`src/pso_delay.sv`:
```
// Delay line that carries a payload word and its valid bit through a fixed
// number of register stages. No package dependencies.
module pso_delay #(
  parameter int W     = 8,
  parameter int DEPTH = 2
) (
  input  logic         clk,
  input  logic         rst_n,
  input  logic         vld_i,
  input  logic [W-1:0] data_i,
  output logic         vld_o,
  output logic [W-1:0] data_o
);

  logic [DEPTH-1:0] vld_r;
  logic [W-1:0]     data_r [DEPTH];

  always_ff @(posedge clk) begin
    if (!rst_n) begin
      vld_r <= '0;
    end else begin
      vld_r <= {vld_r[DEPTH-2:0], vld_i};
    end
  end

  always_ff @(posedge clk) begin
    data_r[0] <= data_i;
    for (int i = 1; i < DEPTH; i++) begin
      data_r[i] <= data_r[i-1];
    end
  end

  assign vld_o  = vld_r[DEPTH-1];
  assign data_o = data_r[DEPTH-1];

endmodule

```
`config.mk`:
```
export PLATFORM = sky130hd
export DESIGN_NAME = pso_delay
export DESIGN_NICKNAME = d
export VERILOG_FILES = /design/src/pso_delay.sv
export SDC_FILE = /design/constraint.sdc
export NUM_CORES = 1
export LEC_CHECK = 0
export BUFFER_PORTS_ARGS = -buffer_cell sky130_fd_sc_hd__buf_2
export CAP_MARGIN = 20
export CELL_PAD_IN_SITES_DETAIL_PLACEMENT = 1
export CELL_PAD_IN_SITES_GLOBAL_PLACEMENT = 1
export CORE_AREA = 10 10 47 49
export CTS_BUF_LIST = sky130_fd_sc_hd__clkbuf_8
export DETAILED_ROUTE_END_ITERATION = 7
export DIE_AREA = 0 0 57 59
export GPL_TIMING_DRIVEN = 0
export PLACE_DENSITY_LB_ADDON = 0.1
export SKIP_CTS_REPAIR_TIMING = 1
export SLEW_MARGIN = 40
export SYNTH_ARGS = -nofsm -noshare
export SYNTH_HDL_FRONTEND = slang
export SYNTH_SLANG_ARGS = --single-unit
```
`constraint.sdc`:
```
create_clock -name clk -period 0.8 [get_ports clk]
set_input_delay 0 -clock clk [delete_from_list [all_inputs] [get_ports clk]]
set_output_delay 0 -clock clk [all_outputs]
set_load 0.02 [all_outputs]
```
==> results by group <==
Status
  – Outcome: complete, no violations

Power
  – Total power: roughly 0.0017 W
  – NetSw: 0.0003118 W
  – LEAKAGE: 0.3134 nW
  – Clk pwr share: 0.343
  – Cell-internal power: 0.001371 W
  – Seq pwr share: 0.573
  – Maximum VDD drop: 1030 uV
  – Combinational share of power: 0.084
  – Sw Share: 0.1853
  – Pwr dens: between 2000 and 2500 mW/mm^2

Timing
  – Actual slew at the worst max-slew pin: 0.1106 ns
  – Final hold slack: 0.3273 ns
  – Final setup fails: 0
  – Max Slew Vio Count: 0
  – Final Hold Fails: 0
  – Unrepaired setup endpoints after global routing: no
  – Final period util: 0.8662
  – Tmin final: 0.6929 ns
  – Clk_skew: 0.001224 ns
  – Slew headroom: 0.9268
  – Fmax: roughly 1400 MHz

Detailed routing
  – Drt pass-1 iters: 1
  – Vias/cell: 3.691
  – Met3 WL post-DR: 82 um
  – Drt initial violations: 0
  – Met2 WL post-DR: about 540 um
  – Post-DRT Antenna Nets: 0
  – Max Used Layer: met3
  – DR DRC count: 0
  – Routed WL: around 840 um
  – Wl on met1: 224 um
  – Total number of vias: 251
  – WL/cell: 12.41 um

Synth
  – Sequential share of the synthesized area: 0.8324
  – Syn Area/Cell: 15.46 sq um
  – Syn_nets: 39
  – Synthesized area: 432.9 sq um
  – Yosys reg bits: 18
  – Cell variety after synth: 3
  – Synth warnings: 0
  – Post-synthesis cell count: 28

Min path
  – Hold path depth: 0
  – Worst Hold End: data_r[0][9]$_DFF_P_
  – Worst hold start: data_r[0][1]$_DFF_P_
  – Hold Path Class: register to register

Global route
  – Largest net degree at the start of global routing: 10
  – Vias in the first global route: 269
  – GRT Util Overall: 0.04847
  – First-pass GRT wire length: about 1100 um
  – Total grt overflow: 0
  – Initial antenna violation count: 0

Floorplanning
  – Die width: 57 um
  – Starting density of the core: 0.3089
  – DIE AREA: 0.003363 sq mm
  – Core Box Area: about 0.0014 sq mm
  – IO Count: 20
  – Cell Rows: 14
  – Die Ht: 59 um

Worst setup path
  – WP buf/inv: 1
  – Crit path max fanout: 1
  – Reg-to-reg setup timing slack: 0.25 ns
  – Max stage delay on crit path: 0.30 ns
  – Crit. End Element: output pin
  – Worst R2R Start: vld_r[0]$_SDFF_PN0_
  – Reg2reg end: vld_r[1]$_SDFF_PN0_
  – Crit-path cells: buf_2
  – Slowest CP cell: dfxtp_1
  – Crit path max-delay family: flip-flops
  – CP Class: register to output pin
  – CP Data Required Time: around 0.80 ns
  – Startpoint Class: register
  – Worst reg2reg path depth: 1
  – WP data arrival: 0.69 ns

Cells and area
  – Layout cells sized above 1: 0.5192
  – Multi-input gate area: 12.51 sq um
  – Filler Cells Inserted: 142
  – Sequential cell area: 366.6 sq um
  – Nets@finish: 65
  – Finished Layout Cells: 68
  – Area Overhead vs Synth: 58.38%
  – ANT cells: 0

Clock tree
  – CTS buffer count: 3
  – H-tree depth: 1
  – Clk buf depth: 2
  – TritonCTS clock tree: done
  – Clock Latency Late Sink: between 0.2 and 0.25 ns
  – Root buf cell: clkbuf_8
  – Clk sinks: 18
  – CTS clk-pin slew, worst paths: 0.06 ns

Placement
  – Routability Congestion: 0.6080
  – Port bufs: 19
  – Post-Place Cells: 63

Run
  – Max-cap viol count: 0
-- through the flow --
| stage | TNS (ns) | worst slack, ns | area, sq um | utilization |
|---|---|---|---|---|
| 2_1_floorplan | 0 | 0.2844 | 432.9 | - |
| 3_3_place_gp | 0 | 0.2605 | 548.0 | 0.3911 |
| 3_5_place_dp | 0 | 0.2499 | 548.0 | 0.3911 |
| 4_1_cts | -0.1260 | -0.02187 | 589.3 | 0.4205 |
| 5_1_grt | 0 | 0.05256 | 685.7 | 0.4893 |
| 6_report | 0 | 0.1071 | 685.7 | 0.4893 |
-- power by group through the flow --
| stage | logic, W | registers, W | clock network, W |
|---|---|---|---|
| final | 0.000142 | 0.000963 | 0.000577 |
| after global routing | 0.000151 | 0.000969 | 0.000647 |
| after CTS | 0.000109 | 0.000958 | 0.000609 |
| after detailed placement | 0.000109 | 0.000977 | 0 |
| after global placement | 0.000107 | 0.000973 | 0 |
| after floorplan | 0.0000608 | 0.000974 | 0 |
-- state kept, by name, summed over array words and instances (netlist names) --
signal / cells
data_r: 16
vld_r: 2
-- layer usage --
layer  vias to the layer above  GRT usage
met3                         0    0.03004
met4                         0    0.06040
met5                         -          0
met2                        11    0.08682
li1                        124          -
met1                       116    0.02812
-- layout make-up --
class	instances	share of cell area
clock buffers	3	0.06022
multi-input cells	2	0.01825
flip-flops and latches	18	0.5347
well taps	16	0.02920
repair buffers	29	0.3577
-- cells in the final DEF (no fill, tap or decap) --
cell | synthesis | final
and2_1 | 2 | 2
buf_2 | 0 | 11
buf_6 | 0 | 8
clkbuf_8 | 0 | 3
dfxtp_1 | 18 | 13
dfxtp_2 | 0 | 5
dlygate4sd3_1 | 0 | 10
-- cells in the mapped netlist --
cell / instances / area share
buf_4: 8 / 0.14
dfxtp_1: 18 / 0.83
and2_1: 2 / 0.029
-- worst max path at each step --
stage	start	end	slack [ns]	cells after the start
finish	vld_r[1]$_SDFF_PN0_	vld_o	0.11	1
global route	vld_r[1]$_SDFF_PN0_	vld_o	0.05	1
CTS	data_r[0][11]$_DFF_P_	data_o[3]	-0.02	2
detailed placement	data_r[0][11]$_DFF_P_	data_o[3]	0.25	2
global placement	data_r[0][9]$_DFF_P_	data_o[1]	0.26	2
floorplan	vld_r[0]$_SDFF_PN0_	vld_r[1]$_SDFF_PN0_	0.28	1
-- cell families (layout without fill, tap and decap cells) --
logic type	Yosys count	in the layout	share of synthesized area
buffers and inverters	8	32	0.1387
flip-flops	18	18	0.8324
AND/OR/NAND/NOR	2	2	0.02890
(Power assumes the default switching activity.)
