### config.mk
export PLATFORM = sky130hd
export DESIGN_NAME = pso_div
export DESIGN_NICKNAME = d
export VERILOG_FILES = /design/src/pso_pkg.sv /design/src/pso_div.sv
export SDC_FILE = /design/constraint.sdc
export NUM_CORES = 1
export LEC_CHECK = 0
export BUFFER_PORTS_ARGS = -buffer_cell sky130_fd_sc_hd__clkbuf_2
export CAP_MARGIN = 40
export CORE_ASPECT_RATIO = 0.6
export CORE_MARGIN = 4
export CORE_UTILIZATION = 55
export DETAILED_ROUTE_END_ITERATION = 16
export PLACE_DENSITY = 0.72
export RECOVER_POWER = 25
export SLEW_MARGIN = 0
export SYNTH_ARGS = -nofsm -noshare
export SYNTH_HDL_FRONTEND = slang
export SYNTH_SLANG_ARGS = --single-unit
### constraint.sdc
create_clock -name clk -period 4.9 [get_ports clk]
set_input_delay 1.225 -clock clk [delete_from_list [all_inputs] [get_ports clk]]
set_output_delay 1.225 -clock clk [all_outputs]
set_load 0.02 [all_outputs]
### src/pso_pkg.sv
// Shared types and constants for the particle swarm element update block.
// Holds the configuration register map, reset values and datapath widths.
package pso_pkg;

  localparam int POS_W  = 24;
  localparam int RAND_W = 17;
  localparam int ITER_W = 16;
  localparam int ACC_W  = 20;
  localparam int WGT_W  = 17;
  localparam int SPAN_W = 16;
  localparam int LIM_W  = 23;

  localparam int NUM_W  = ITER_W + WGT_W;
  localparam int Q_W    = WGT_W;

  localparam int ADDR_W = 5;
  localparam int DATA_W = 32;

  localparam logic [2:0] REG_ACCEL_PERSONAL = 3'd0;
  localparam logic [2:0] REG_ACCEL_GLOBAL   = 3'd1;
  localparam logic [2:0] REG_WEIGHT_START   = 3'd2;
  localparam logic [2:0] REG_WEIGHT_END     = 3'd3;
  localparam logic [2:0] REG_WEIGHT_SPAN    = 3'd4;
  localparam logic [2:0] REG_VEL_LIMIT      = 3'd5;
  localparam logic [2:0] REG_POS_MIN        = 3'd6;
  localparam logic [2:0] REG_POS_MAX        = 3'd7;

  localparam logic [ACC_W-1:0]  RST_ACCEL_PERSONAL = 20'd131072;
  localparam logic [ACC_W-1:0]  RST_ACCEL_GLOBAL   = 20'd131072;
  localparam logic [WGT_W-1:0]  RST_WEIGHT_START   = 17'd58982;
  localparam logic [WGT_W-1:0]  RST_WEIGHT_END     = 17'd26214;
  localparam logic [SPAN_W-1:0] RST_WEIGHT_SPAN    = 16'd5000;
  localparam logic [LIM_W-1:0]  RST_VEL_LIMIT      = 23'd655360;
  localparam logic [LIM_W-1:0]  RST_POS_MIN        = 23'd6554;
  localparam logic [LIM_W-1:0]  RST_POS_MAX        = 23'd6553600;

  typedef struct packed {
    logic [ACC_W-1:0]  accel_personal;
    logic [ACC_W-1:0]  accel_global;
    logic [WGT_W-1:0]  weight_start;
    logic [WGT_W-1:0]  weight_end;
    logic [SPAN_W-1:0] weight_span;
    logic [LIM_W-1:0]  vel_limit;
    logic [LIM_W-1:0]  pos_min;
    logic [LIM_W-1:0]  pos_max;
  } cfg_t;

endpackage

### src/pso_div.sv
// Pipelined restoring divider for the inertia schedule, one quotient bit per stage.
// Depends on pso_pkg for the numerator, quotient and span widths.
module pso_div
  import pso_pkg::*;
(
  input  logic              clk,
  input  logic [SPAN_W-1:0] span_i,
  input  logic [NUM_W-1:0]  num_i,
  output logic [Q_W-1:0]    q_o
);

  // The quotient is known to fit Q_W bits, so the upper numerator bits
  // already form a partial remainder below the divisor.
  logic [SPAN_W-1:0] rem_r  [Q_W];
  logic [Q_W-1:0]    bits_r [Q_W];
  logic [Q_W-1:0]    q_r    [Q_W];

  for (genvar k = 0; k < Q_W; k++) begin : g_step
    logic [SPAN_W-1:0] rem_src;
    logic [Q_W-1:0]    bits_src;
    logic [Q_W-1:0]    q_src;
    logic [SPAN_W:0]   trial;
    logic              ge;
    logic [SPAN_W:0]   diff;

    if (k == 0) begin : g_first
      assign rem_src  = num_i[NUM_W-1:Q_W];
      assign bits_src = num_i[Q_W-1:0];
      assign q_src    = '0;
    end else begin : g_next
      assign rem_src  = rem_r[k-1];
      assign bits_src = bits_r[k-1];
      assign q_src    = q_r[k-1];
    end

    assign trial = {rem_src, bits_src[Q_W-1]};
    assign ge    = trial >= {1'b0, span_i};
    assign diff  = trial - {1'b0, span_i};

    always_ff @(posedge clk) begin
      rem_r[k]  <= ge ? diff[SPAN_W-1:0] : trial[SPAN_W-1:0];
      bits_r[k] <= {bits_src[Q_W-2:0], 1'b0};
      q_r[k]    <= {q_src[Q_W-2:0], ge};
    end
  end

  assign q_o = q_r[Q_W-1];

endmodule

==> metrics.cfg <==
[yosys]
synth-seq-area-share=0.4165
synth_nets=2969
synth.area.mux_share=0.08087
synth-compound-area-share=0.1623
synthAdderAreaFrac=0.1422
synth_ff_type=dfxtp_1
yosysUniqueCellTypes=78
syn-mean-instance-area_um2=9.956
synth_top_family_by_area=compound AO/OA/AOI/OAI gates
ys_ff_latch=545
ys_async_sr_fraction=0
yosys_warnings=0
syn_inst=2631
synth_edf_count=0
synth_simple_gate_area_frac=0.1181
synthesis.area_mm2=0.02619
synthXorXnorAreaFrac=0.05785

[power]
leakage_nw=12.91
vdd_ir_drop_max_mv=0.4363
power_density_mw_per_mm2=782.5
p_total_w=0.02296

[sta]
clock.fmax_mhz=246.9
rsz0062_at_grt=no
fin_skew_ns=0.01944
drv_slew=0
hold_viol=0
period_share=0.8264
setup_violations=0
slew_headroom=0.4350
final.min_clock_period_ns=4.049
setup_tns_ns=0
worstMarginPinSlew_ns=0.8261

[routing]
routed_wirelength_mm=65.39
dr.first_iter.drc_count=1675
vias_per_cell=5.843
vias=20050
first_pass_iters=6
drtAntennaViolNets=0
wire_per_inst_um=19.06
drc=0

[cts]
cts-buffers-inserted=50
cts.clk_slew.worst_paths_ns=0.06
clockBufferDepth=3
hold_buffers=0
cts.sinks=545
cts_tree=done
postCtsSetupRepairBufs=0
clk_latency_ns=0.58
ctsHtreeMaxLevel=2
clockRootBuffer=clkbuf_16
ctsResizeCount=0

[global_routing]
grt_max_degree=34
antenna_found_initial=1
grt_pass1_wl_mm=102.8
overflow=0
grt_pass1_vias=18490
grt_usage=0.2515

[layout]
num_antenna_cells=0
final_area_mm2=0.02934
instances_no_fill=3431
drive_above_1_share=0.1449
area_growth_pct=12.01
nets=3099

[critical_path]
slowest_delay_ns=0.51
path_cells=clkbuf_2 -> inv_1 -> ha_1 -> a21oi_1 -> nand3_1 -> o31ai_1 -> o21bai_1 -> a211oi_1 -> o21ai_0 -> a41oi_2 -> buf_4 -> mux2_2
critical_path_class=primary input to flop
crit_path_top_delay_cell=inv_1
worstRegToRegCells=10
startpoint=span_i[7]
r2r-end=rem_r[0][101]$_DFF_P_
cp_top_family=compound AO/OA/AOI/OAI gates
path_buf_inv=3
cp-end-kind=flop
reg2reg_setup_slack_ns=1.58
cp_max_fo=10
crit_required_ns=5.35
r2r_start=rem_r[0][80]$_DFF_P_
worstPathArrival_ns=4.50
path_depth=12
start_kind=primary input
endpoint=rem_r[0][19]$_DFF_P_

[hold_path]
hp-class=flop to flop
hold_depth=0

[die]
die_h_um=177.0
initial_core_util=0.5608
rows=61
core-area_mm2=0.04671
io_pins=67
die_w_um=289.7
dieArea_mm2=0.05129

[placed_design]
dp_cells=3339
hpwl_mm=49.48
port_buffers=66
dpl_cell_area_mm2=0.02758
globalplace.congestion=0.9424

[run]
cap_violations=0

[outcome]
run_status=finished clean

==> sequential cells by signal (all words and copies together) (netlist names) <==
signal,count
rem_r,256
q_r,153
bits_r,136
==> layer usage <==
metal,GRT usage,vias up,wire [um]
met5,0,-,13
met3,0.04363,97,4767
met1,0.4039,9433,34010
met2,0.3469,709,25270
li1,-,9807,-
met4,0.05295,2,1333
==> cells in the final DEF (no fill, tap or decap), types with 15 or more instances in the layout <==
cell and instances:
a211oi_1 21, a21o_1 63, a21oi_1 182, a31oi_1 25, and3_1 23, buf_4 53
clkbuf_16 51, clkbuf_2 66, dfxtp_1 545, fa_1 16, ha_1 272, inv_1 106
mux2_2 153, mux2i_1 29, nand2_1 161, nand2b_1 40, nand3_1 56, nand4_1 30
nor2_1 155, nor2b_1 47, nor3_1 34, nor4_1 15, o21a_1 53, o21ai_0 153
o31ai_1 19, or3_1 16, xnor2_1 113, xor2_1 60
==> where the power goes <==
part | switching, W | internal [W] | leakage [nW]
Sequential | 0.000955 | 0.00624 | 4.59
Clock | 0.00175 | 0.00237 | 0.840
Combinational | 0.00617 | 0.00548 | 7.48
Total | 0.00887 | 0.0141 | 12.9
==> layout make-up <==
cell class | instances | area, um^2
tap | 630 | 788.3
clock buffer | 60 | 1350
multi-input combinational | 1937 | 14720
timing repair buffer | 121 | 763.2
inverter | 106 | 397.9
clock inverter | 32 | 406.6
fill | 3866 | 17370
sequential | 545 | 10910
==> kinds of logic (layout without fill, tap and decap cells) <==
kind of cell,Yosys count,count (layout)
and+or+nand+nor,627,627
DFF,545,545
xor gates and xnor gates,173,173
adders and majority gates,288,288
buffers and inverters,149,319
AOI/OAI and AO/OA,660,660
muxes,189,189
==> per-stage QoR <==
step / setup WS (ns) / utilization / hold WS, ns
floorplan: 0.5894 / - / 0.3096
global placement: 0.2789 / 0.5902 / 0.3095
detailed placement: 0.2805 / 0.5905 / 0.3121
CTS: 0.8681 / 0.6281 / 0.3184
global route: 0.5950 / 0.6281 / 0.3195
finish: 0.8506 / 0.6281 / 0.3189
==> worst min path at each step <==
stage / end / slack, ns / start
6_report: q_r[14][1]$_DFF_P_ / 0.32 / q_r[13][0]$_DFF_P_
5_1_grt: bits_r[0][46]$_DFF_P_ / 0.32 / bits_r[0][29]$_DFF_P_
4_1_cts: q_r[4][3]$_DFF_P_ / 0.32 / q_r[3][2]$_DFF_P_
3_5_place_dp: bits_r[0][119]$_DFF_P_ / 0.31 / bits_r[0][102]$_DFF_P_
3_3_place_gp: q_r[5][4]$_DFF_P_ / 0.31 / q_r[4][3]$_DFF_P_
2_1_floorplan: bits_r[0][102]$_DFF_P_ / 0.31 / bits_r[0][85]$_DFF_P_
==> cell usage after synthesis, drive strengths merged (26+ instances only) <==
library cell    n  area, um^2
inv           106       397.9
nor2b          48       307.8
nand3          56       280.3
clkbuf         29       108.9
nor3           34       170.2
ha            272        3403
nand2         161       604.3
mux2          160        1828
a21o           63       473.0
dfxtp         545       10910
o21a           53       397.9
xor2           60       525.5
a21oi         182       910.9
nor2          155       581.8
o21ai         157       785.8
xnor2         113       989.7
a31oi          26       162.7
nand4          30       187.7
nand2b         40       250.2
mux2i          29       290.3
(Power assumes the default switching activity.)
