[src/pso_pkg.sv]
// Shared types and constants for the particle swarm element update block.
// Holds the configuration register map, reset values and datapath widths.
package pso_pkg;

  localparam int POS_W  = 24;
  localparam int RAND_W = 17;
  localparam int ITER_W = 16;
  localparam int ACC_W  = 20;
  localparam int WGT_W  = 17;
  localparam int SPAN_W = 16;
  localparam int LIM_W  = 23;

  localparam int NUM_W  = ITER_W + WGT_W;
  localparam int Q_W    = WGT_W;

  localparam int ADDR_W = 5;
  localparam int DATA_W = 32;

  localparam logic [2:0] REG_ACCEL_PERSONAL = 3'd0;
  localparam logic [2:0] REG_ACCEL_GLOBAL   = 3'd1;
  localparam logic [2:0] REG_WEIGHT_START   = 3'd2;
  localparam logic [2:0] REG_WEIGHT_END     = 3'd3;
  localparam logic [2:0] REG_WEIGHT_SPAN    = 3'd4;
  localparam logic [2:0] REG_VEL_LIMIT      = 3'd5;
  localparam logic [2:0] REG_POS_MIN        = 3'd6;
  localparam logic [2:0] REG_POS_MAX        = 3'd7;

  localparam logic [ACC_W-1:0]  RST_ACCEL_PERSONAL = 20'd131072;
  localparam logic [ACC_W-1:0]  RST_ACCEL_GLOBAL   = 20'd131072;
  localparam logic [WGT_W-1:0]  RST_WEIGHT_START   = 17'd58982;
  localparam logic [WGT_W-1:0]  RST_WEIGHT_END     = 17'd26214;
  localparam logic [SPAN_W-1:0] RST_WEIGHT_SPAN    = 16'd5000;
  localparam logic [LIM_W-1:0]  RST_VEL_LIMIT      = 23'd655360;
  localparam logic [LIM_W-1:0]  RST_POS_MIN        = 23'd6554;
  localparam logic [LIM_W-1:0]  RST_POS_MAX        = 23'd6553600;

  typedef struct packed {
    logic [ACC_W-1:0]  accel_personal;
    logic [ACC_W-1:0]  accel_global;
    logic [WGT_W-1:0]  weight_start;
    logic [WGT_W-1:0]  weight_end;
    logic [SPAN_W-1:0] weight_span;
    logic [LIM_W-1:0]  vel_limit;
    logic [LIM_W-1:0]  pos_min;
    logic [LIM_W-1:0]  pos_max;
  } cfg_t;

endpackage

[src/pso_cfg.sv]
// APB-style configuration register file for the particle swarm update.
// Depends on pso_pkg for the register map, reset values and cfg_t.
module pso_cfg
  import pso_pkg::*;
(
  input  logic              clk,
  input  logic              rst_n,
  input  logic              psel,
  input  logic              penable,
  input  logic              pwrite,
  input  logic [ADDR_W-1:0] paddr,
  input  logic [DATA_W-1:0] pwdata,
  output logic [DATA_W-1:0] prdata,
  output logic              pready,
  output cfg_t              cfg_o
);

  cfg_t       cfg_r;
  logic       wr_en;
  logic [2:0] reg_idx;

  assign pready  = 1'b1;
  assign wr_en   = psel && penable && pwrite && pready;
  assign reg_idx = paddr[4:2];
  assign cfg_o   = cfg_r;

  always_ff @(posedge clk) begin
    if (!rst_n) begin
      cfg_r.accel_personal <= RST_ACCEL_PERSONAL;
      cfg_r.accel_global   <= RST_ACCEL_GLOBAL;
      cfg_r.weight_start   <= RST_WEIGHT_START;
      cfg_r.weight_end     <= RST_WEIGHT_END;
      cfg_r.weight_span    <= RST_WEIGHT_SPAN;
      cfg_r.vel_limit      <= RST_VEL_LIMIT;
      cfg_r.pos_min        <= RST_POS_MIN;
      cfg_r.pos_max        <= RST_POS_MAX;
    end else if (wr_en) begin
      unique case (reg_idx)
        REG_ACCEL_PERSONAL: cfg_r.accel_personal <= pwdata[ACC_W-1:0];
        REG_ACCEL_GLOBAL:   cfg_r.accel_global   <= pwdata[ACC_W-1:0];
        REG_WEIGHT_START:   cfg_r.weight_start   <= pwdata[WGT_W-1:0];
        REG_WEIGHT_END:     cfg_r.weight_end     <= pwdata[WGT_W-1:0];
        REG_WEIGHT_SPAN:    cfg_r.weight_span    <= pwdata[SPAN_W-1:0];
        REG_VEL_LIMIT:      cfg_r.vel_limit      <= pwdata[LIM_W-1:0];
        REG_POS_MIN:        cfg_r.pos_min        <= pwdata[LIM_W-1:0];
        REG_POS_MAX:        cfg_r.pos_max        <= pwdata[LIM_W-1:0];
        default: ;
      endcase
    end
  end

  always_comb begin
    unique case (reg_idx)
      REG_ACCEL_PERSONAL: prdata = DATA_W'(cfg_r.accel_personal);
      REG_ACCEL_GLOBAL:   prdata = DATA_W'(cfg_r.accel_global);
      REG_WEIGHT_START:   prdata = DATA_W'(cfg_r.weight_start);
      REG_WEIGHT_END:     prdata = DATA_W'(cfg_r.weight_end);
      REG_WEIGHT_SPAN:    prdata = DATA_W'(cfg_r.weight_span);
      REG_VEL_LIMIT:      prdata = DATA_W'(cfg_r.vel_limit);
      REG_POS_MIN:        prdata = DATA_W'(cfg_r.pos_min);
      REG_POS_MAX:        prdata = DATA_W'(cfg_r.pos_max);
      default:            prdata = '0;
    endcase
  end

endmodule

[config.mk]
export PLATFORM = sky130hd
export DESIGN_NAME = pso_cfg
export DESIGN_NICKNAME = d
export VERILOG_FILES = /design/src/pso_pkg.sv /design/src/pso_cfg.sv
export SDC_FILE = /design/constraint.sdc
export NUM_CORES = 1
export LEC_CHECK = 0
export BUFFER_PORTS_ARGS = -buffer_cell sky130_fd_sc_hd__buf_2
export CAP_MARGIN = 15
export CORE_ASPECT_RATIO = 0.7
export CORE_UTILIZATION = 40
export CTS_BUF_LIST = sky130_fd_sc_hd__clkbuf_2 sky130_fd_sc_hd__clkbuf_4 sky130_fd_sc_hd__clkbuf_8
export DETAILED_ROUTE_END_ITERATION = 8
export PLACE_DENSITY = 0.71
export SYNTH_ARGS = -nofsm -noshare
export SYNTH_HDL_FRONTEND = slang
export SYNTH_SLANG_ARGS = --single-unit
export TNS_END_PERCENT = 10
[constraint.sdc]
create_clock -name clk -period 1.3 [get_ports clk]
set_clock_uncertainty 0.2 [all_clocks]
set_input_delay 0.13 -clock clk [delete_from_list [all_inputs] [get_ports clk]]
set_output_delay 0.13 -clock clk [all_outputs]
set_load 0.03 [all_outputs]
==> results of run 1 <==
-- metal layers --
layer	global-route usage	share of wire
met5	0	0
met4	0.119	0.026
met3	0.0970	0.10
met2	0.512	0.46
met1	0.428	0.42
-- cell families after synthesis --
kind of cell | after synthesis
muxes | 39
DFF | 159
buffers and inverters | 112
and+or+nand+nor | 412
other | 2
AOI/OAI and AO/OA | 197
-- layout make-up --
type                    instances  area, µm²  share of cell area
repair buffers                436       4700               0.362
inverters                      17       63.8             0.00492
clock inverters                 9       86.3             0.00665
multi-input cells             658       4140               0.319
well taps                     236        295              0.0228
flip-flops and latches        159       3420               0.263
clock buffers                  22        278              0.0214
-- timing repair --
| item | CTS | global route |
|---|---|---|
| hold buffers | 24 | 0 |
| pin swaps | 34 | 25 |
| endpoints found under the setup margin | 277 | 228 |
| setup buffers | 3 | 9 |
| endpoints found under the hold margin | 159 | 0 |
| gates resized for setup | 514 | 123 |
| cloned | 0 | 0 |
-- critical path, delay by kind of cell, from the launching register on --
family          cells  cell delay (ps)
flops               1              350
mux                 1              270
compound gates      2              550
buf+inv             1              140
simple gates        1               50
-- worst min-delay path by stage --
stage                     startpoint          to  slack (ps)  cells past startpoint
after floorplan           pwdata[17]  cfg_o[136]          50                      2
after global placement    pwdata[22]   cfg_o[22]         180                      3
after detailed placement  pwdata[22]   cfg_o[22]         180                      3
after CTS                    penable   cfg_o[88]         100                      6
after global routing         penable   cfg_o[42]         140                      6
final                        penable   cfg_o[93]         130                      6
-- report_power, final --
group	total [mW]	internal (mW)	switching [mW]
Clock	3.60	1.64	1.96
Combinational	1.61	0.701	0.912
Sequential	4.92	4.88	0.0375
-- layout by cell type (no fill, tap or decap), types with 20 or more instances in the layout --
cell and count:
sky130_fd_sc_hd__nand2_1 315, sky130_fd_sc_hd__buf_6 299, sky130_fd_sc_hd__dfxtp_2 138, sky130_fd_sc_hd__a21boi_1 101
sky130_fd_sc_hd__buf_4 58, sky130_fd_sc_hd__nand3_1 29, sky130_fd_sc_hd__buf_2 29, sky130_fd_sc_hd__dlygate4sd3_1 24
sky130_fd_sc_hd__a21boi_0 22, sky130_fd_sc_hd__buf_12 21, sky130_fd_sc_hd__nor2_1 20
-- stage by stage --
stage | hold slack [ps] | power (mW) | std cells
after detailed placement | 178 | 6.33 | 1470
after floorplan | 54.0 | 5.87 | 929
after CTS | 101 | 10.0 | 1528
after global routing | 142 | 10.4 | 1537
final | 132 | 10.1 | 1537
after global placement | 177 | 6.32 | 1470
==> results.txt, run 1 <==
The largest family of logic cells by synthesized area is simple AND/OR/NAND/NOR gates. For this run, design rule violations remaining after detail routing come to 0. The fraction of the mapped netlist area in adder cells came out at 0. Clock-pin slew was measured on the worst setup and hold paths at 90 ps.

The global router's overall resource usage was 0.327. The post-route setup TNS is -25680 ps. The share of synthesized cell area in and, or, nand and nor gates came out at 0.228. Measured along the x axis, the die boundary spans 164 µm. The end-of-flow core utilization was 0.723.

The area growth from synthesis to layout is 77.0%. The average cell area after synthesis came out at 7.96 µm². The register with the most flip-flops in the layout has 159 of them. The share of post-route cells with drive strength above 1 works out to 0.523. The category of the critical setup timing path was reg2out. The placeable core region is 18000 µm², and the total clock buffers created by CTS is 17.

For the number of antenna repair diodes, the log shows 0. In this run the vertical extent of the chip is 115 µm. Multiplexer area fraction after synthesis: 0.0567. The flip-flop and latch count after synthesis was 159; the arrival time reported for the critical path endpoint was 1810 ps. The share of synthesized registers carrying an async set or reset works out to 0. The insertion delay of the later-clocked pin in the worst-skew pair came out at 460 ps. The layout has 1222 filler cells. The placed wire-length estimate was 19800 µm; the share of the clock period used by the worst path after layout was 1.65.

For the pin with the worst max-slew slack, the measured transition is 788 ps. The depth of the most critical reg-to-reg path works out to 5. Once layout is done, the placed cells without fillers occupy 13000 µm². In the final design database the tool counted 1331 nets.

Max-cap violations in this run came to 0. Walking the worst path, the cells encountered are mux2_4, a22o_1, a221oi_2, nor2_4, buf_6. The tools report the post-detailed-placement cell area as 10200 µm². By count the netlist is led by sky130_fd_sc_hd__nand2_1 (316), sky130_fd_sc_hd__dfxtp_1 (159), sky130_fd_sc_hd__a21boi_1 (101).

The final wirelength came out at 31700 µm. The largest fanout on the critical path is 2, and the number of nets with antenna violations after detailed routing is 0. The analysis attributes to cell leakage a power of 5.51 nW. Setup violations remaining at the end of the flow were counted as 161. The fraction of synthesized cell area in xor and xnor cells is 0. Timing analysis after detailed placement gives a worst setup slack of -842 ps.

The average wire per cell in the routed design came out at 20.6 µm. On the worst path, the slowest cell contributes a delay of 350 ps. The required time of the critical path is 970 ps. The run finished, with violations left. For the headroom to the max-slew limit, the log shows 0.473. The number of port buffers works out to 212.

The area fraction in compound gates after synthesis works out to 0.208. For the initial antenna violation count, the log shows 0. Using the TritonRoute via totals, the vias-per-cell ratio works out to 5.46. In this run the cell area of the synthesized design comes to 7330 µm².

The tools report the initial standard-cell utilization of the core as 0.408. The count of TritonRoute iterations in the first routing pass is 5, and the final hold violation count is 0. The tools report the number of I/O pins as 234.

The most frequent cell after synthesis was sky130_fd_sc_hd__nand2_1. The longest clock path from root to sink contains 2 buffers. The clock tree synthesis step divided the H-tree into 4 levels. Power density normalized to cell area: 781 nW/µm². The worst setup path is captured at an output pin. The final setup slack of the worst path was -843 ps.

The number of global-route vias before repair is 8217. The worst register-to-register path ends at cfg_o[58]. The final reports fail on negative setup slack. The launching element of the worst setup path is cfg_o[53].

The count of flip-flops with a built-in enable after synthesis works out to 0. The logs give 0.434 for the sequential area share after synthesis and 46500 µm for the first-pass GRT wire length. The number of sinks driven by the clock tree was 159; the count of vias placed by the detailed router was 8392. In this run the critical register-to-register path is launched from cfg_o[58]. The synthesized design spends more area on one cell type than any other, namely sky130_fd_sc_hd__dfxtp_1. For this block, the initial DRC count from the detailed router was 939.

STA classifies the critical path startpoint as a flip-flop. Setup repair after global routing could not meet its margin everywhere. The congestion estimate from routability-driven global placement came to 0.880. For the Yosys warning count, the log shows 0. The tools report the number of unique standard cell types used by synthesis as 38. Fraction of synthesized cell area taken by the top area cell type: 0.434. The worst-case IR drop observed on VDD is 461 µV. Among all stages on the critical path, the largest delay is contributed by sky130_fd_sc_hd__dfxtp_2.

Timing would allow up to 467 MHz. Critical path capture point: prdata[7]. The number of standard cells after synthesis is 921. For the total count of max-transition violations in the final report, the log shows 0. The total overflow left after global routing is 0. Die outline area: 18900 µm².

TritonCTS built the clock tree. Among all flip-flop cells after synthesis, the most frequent one is sky130_fd_sc_hd__dfxtp_1. Entering global routing, the biggest net connects 54 pins. Across all register-to-register paths, the minimum setup slack is 250 ps.

The final critical-path required period is 2140 ps. In this run the clock root is driven by a sky130_fd_sc_hd__clkbuf_8. The tightest min-delay check is of the in2reg type. Sorting the synthesized cells by area gives the leading types as sky130_fd_sc_hd__dfxtp_1 (43%), sky130_fd_sc_hd__nand2_1 (16%), sky130_fd_sc_hd__a21boi_1 (10%), sky130_fd_sc_hd__a221oi_1 (3.5%), sky130_fd_sc_hd__buf_2 (3.0%).

The standard-cell row count came out at 41.
(Power assumes the default switching activity.)
==> run 2: changes to the inputs <==
--- a/constraint.sdc
+++ b/constraint.sdc
@@ -4,2 +4,2 @@
 set_output_delay 0.13 -clock clk [all_outputs]
-set_load 0.03 [all_outputs]
+set_load 0.01 [all_outputs]
==> results.txt, run 2 (synthesized netlist as in run 1, its figures left out) <==
The width of the chip was 164 µm; the maximum frequency from static timing analysis was 476 MHz. The number of nets with antenna violations after detailed routing was 0. Setup repair after global routing could not meet its margin everywhere. Of all nets on the critical path, the largest fanout is 2. The end-of-flow core utilization is 0.680, and the number of placed instances with taps included is 1456. The required time of the critical path was 970 ps; the standard-cell row count was 41. The first global-routing pass estimated 42100 µm of wire.

Final setup slack of the worst path: -802 ps. TritonCTS built the clock tree. The area added between synthesis and finish works out to 66.6%. The initial standard-cell utilization of the core is 0.408. The tools report the global router's overall resource usage as 0.297.

The final weighted congestion in routability-driven placement came out at 0.825. The run gives 450 ps as the insertion delay of the later-clocked pin in the worst-skew pair. After clock tree synthesis, the clock-pin slew on the worst setup and hold paths is 90 ps.

The count of TritonRoute iterations in the first routing pass came out at 7. The longest clock path from root to sink contains 2 buffers. The via density per instance works out to 5.31. For this block, the via count after detailed routing is 8109. For the placeable core region, the log shows 18000 µm². The final hold violation count was 0; the final critical-path required period was 2100 ps. For the pin with the worst max-slew slack, the measured transition is 654 ps. Setup violations remaining at the end of the flow were counted as 136.

For the initial antenna violation count, the log shows 0. In this run, CTS created clock tree buffers numbering 17. The share of post-route cells with drive strength above 1 came out at 0.517. The critical path in this run is classified as reg2out. The delay of the slowest critical-path stage came out at 320 ps. In this run the clock root is driven by a sky130_fd_sc_hd__clkbuf_8. The library cell contributing the largest single delay on the critical path was sky130_fd_sc_hd__dfxtp_2.

In this design, the largest share of critical-path delay is due to compound AO/OA/AOI/OAI gates. In the routed design, unresolved DRC markers number 0. In the layout the commonest cells are sky130_fd_sc_hd__nand2_1 (315), sky130_fd_sc_hd__buf_6 (215), sky130_fd_sc_hd__dfxtp_2 (143). The worst setup path is launched from a flip-flop. The headroom to the max-slew limit came out at 0.563. The finished layout holds 1526 standard cells, fillers aside. For the final wirelength, the log shows 29800 µm.

The library cell used most frequently in the layout, excluding fill and tap cells, is sky130_fd_sc_hd__nand2_1. For this design, the sink count on the clock tree is 159. The average wire per cell in the routed design was 19.5 µm; the total of max-cap violations was 0. Walking the worst path, the cells encountered are mux2_4, a22o_4, a221oi_4, nor2_2, buf_2. The flow ran to the end, but the final reports show violations.

The kind of path behind the tightest hold check is in2reg. The tools report the number of global-route vias before repair as 7311. The worst setup path is captured at an output pin. The sum of buffers and inverters on the critical path works out to 1. The total count of max-transition violations in the final report came out at 0. The tools report the post-route setup TNS as -20750 ps.

For the worst setup path, the data arrival time is 1770 ps. The fill cell total of the finished layout is 1360, and the maximum ir drop on the vdd rail is 521 µV. Entering global routing, the biggest net connects 79 pins. The run gives 20000 µm as the placed wire-length estimate.

For this block, the initial DRC count from the detailed router was 913. The floorplan step defined a die boundary enclosing 18900 µm². At the end of the flow, the number of nets in the layout was 1320. The number of H-tree levels came out at 4.

Vertical die dimension: 115 µm. The checks that failed: negative setup slack. The register with the most flip-flops in the layout has 159 of them. Summed over all cells, the static leakage comes to 5.31 nW. During I/O placement, the number of pins put on the boundary was 234. In this run the tool buffered the top-level ports with 212 buffer cells. Power spread over the standard cell area amounts to 831 nW/µm². Share of the clock period used by the worst path after layout: 1.62. The repair_antennas step left the layout with diodes totalling 0.

The residual overflow from global routing was 0.
run 2: changes by cell type in the layout (fill, tap and decap cells not counted), sizes merged:
cell	before	now
buf	412	401
bufinv	1	3
clkinv	3	5
inv	19	17
clkbuf	22	21
clkinvlp	3	2
run 2: path summary, 6_finish.rpt:
| kind | from | endpoint | slack [ps] | depth (start not counted) |
|---|---|---|---|---|
| setup / recovery | cfg_o[48] | prdata[2] | -800 | 5 |
| hold / removal | penable | cfg_o[127] | 150 | 6 |
| setup reg to reg | cfg_o[119] | cfg_o[119] | 230 | 4 |
| hold reg to reg | cfg_o[118] | cfg_o[118] | 270 | 2 |
run 2: per-stage QoR:
stage / cell area [µm²] / power, mW / hold WS [ps] / setup slack [ps]
finish: 12200 / 10.1 / 153 / -802
global route: 12200 / 10.5 / 137 / -871
CTS: 11200 / 10.1 / 130 / -806
detailed placement: 9880 / 6.11 / 189 / -826
global placement: 9880 / 6.11 / 178 / -790
floorplan: 7590 / 5.68 / 54.0 / -111
run 2: layer usage:
metal,share of wire,vias to the layer above,track usage,wire length (µm)
li1,-,3776,-,-
met1,0.43,3892,0.409,13000
met2,0.44,414,0.438,13100
met3,0.12,27,0.114,3460
met4,0.011,0,0.0630,326
met5,0,-,0,0
run 2: final cells by class:
cell class,instances,area [µm²],area share
clock inverters,10,138,0.0113
repair buffers,425,3990,0.327
multi-input cells,658,4070,0.333
inverters,17,63.8,0.00523
clock buffers,21,277,0.0226
flip-flops and latches,159,3380,0.277
well taps,236,295,0.0242
run 2: worst register-to-register path, cell delays in order, from the launching register on:
cell and delay, ps:
sky130_fd_sc_hd__dfxtp_2 360, sky130_fd_sc_hd__buf_6 100, sky130_fd_sc_hd__buf_6 90, sky130_fd_sc_hd__nand2_1 50, sky130_fd_sc_hd__a21boi_1 180
run 2: timing repair:
action,CTS,global route
endpoints found under the setup margin,265,263
hold buffers,24,0
pin swaps,29,27
hold endpoints to repair,159,0
setup buffers,4,11
gates resized for setup,200,227
run 2: power by group:
part / total [mW] / internal [mW] / switching [mW]
clock: 3.92 / 2.03 / 1.89
combinational: 1.30 / 0.586 / 0.711
sequential: 4.93 / 4.90 / 0.0347
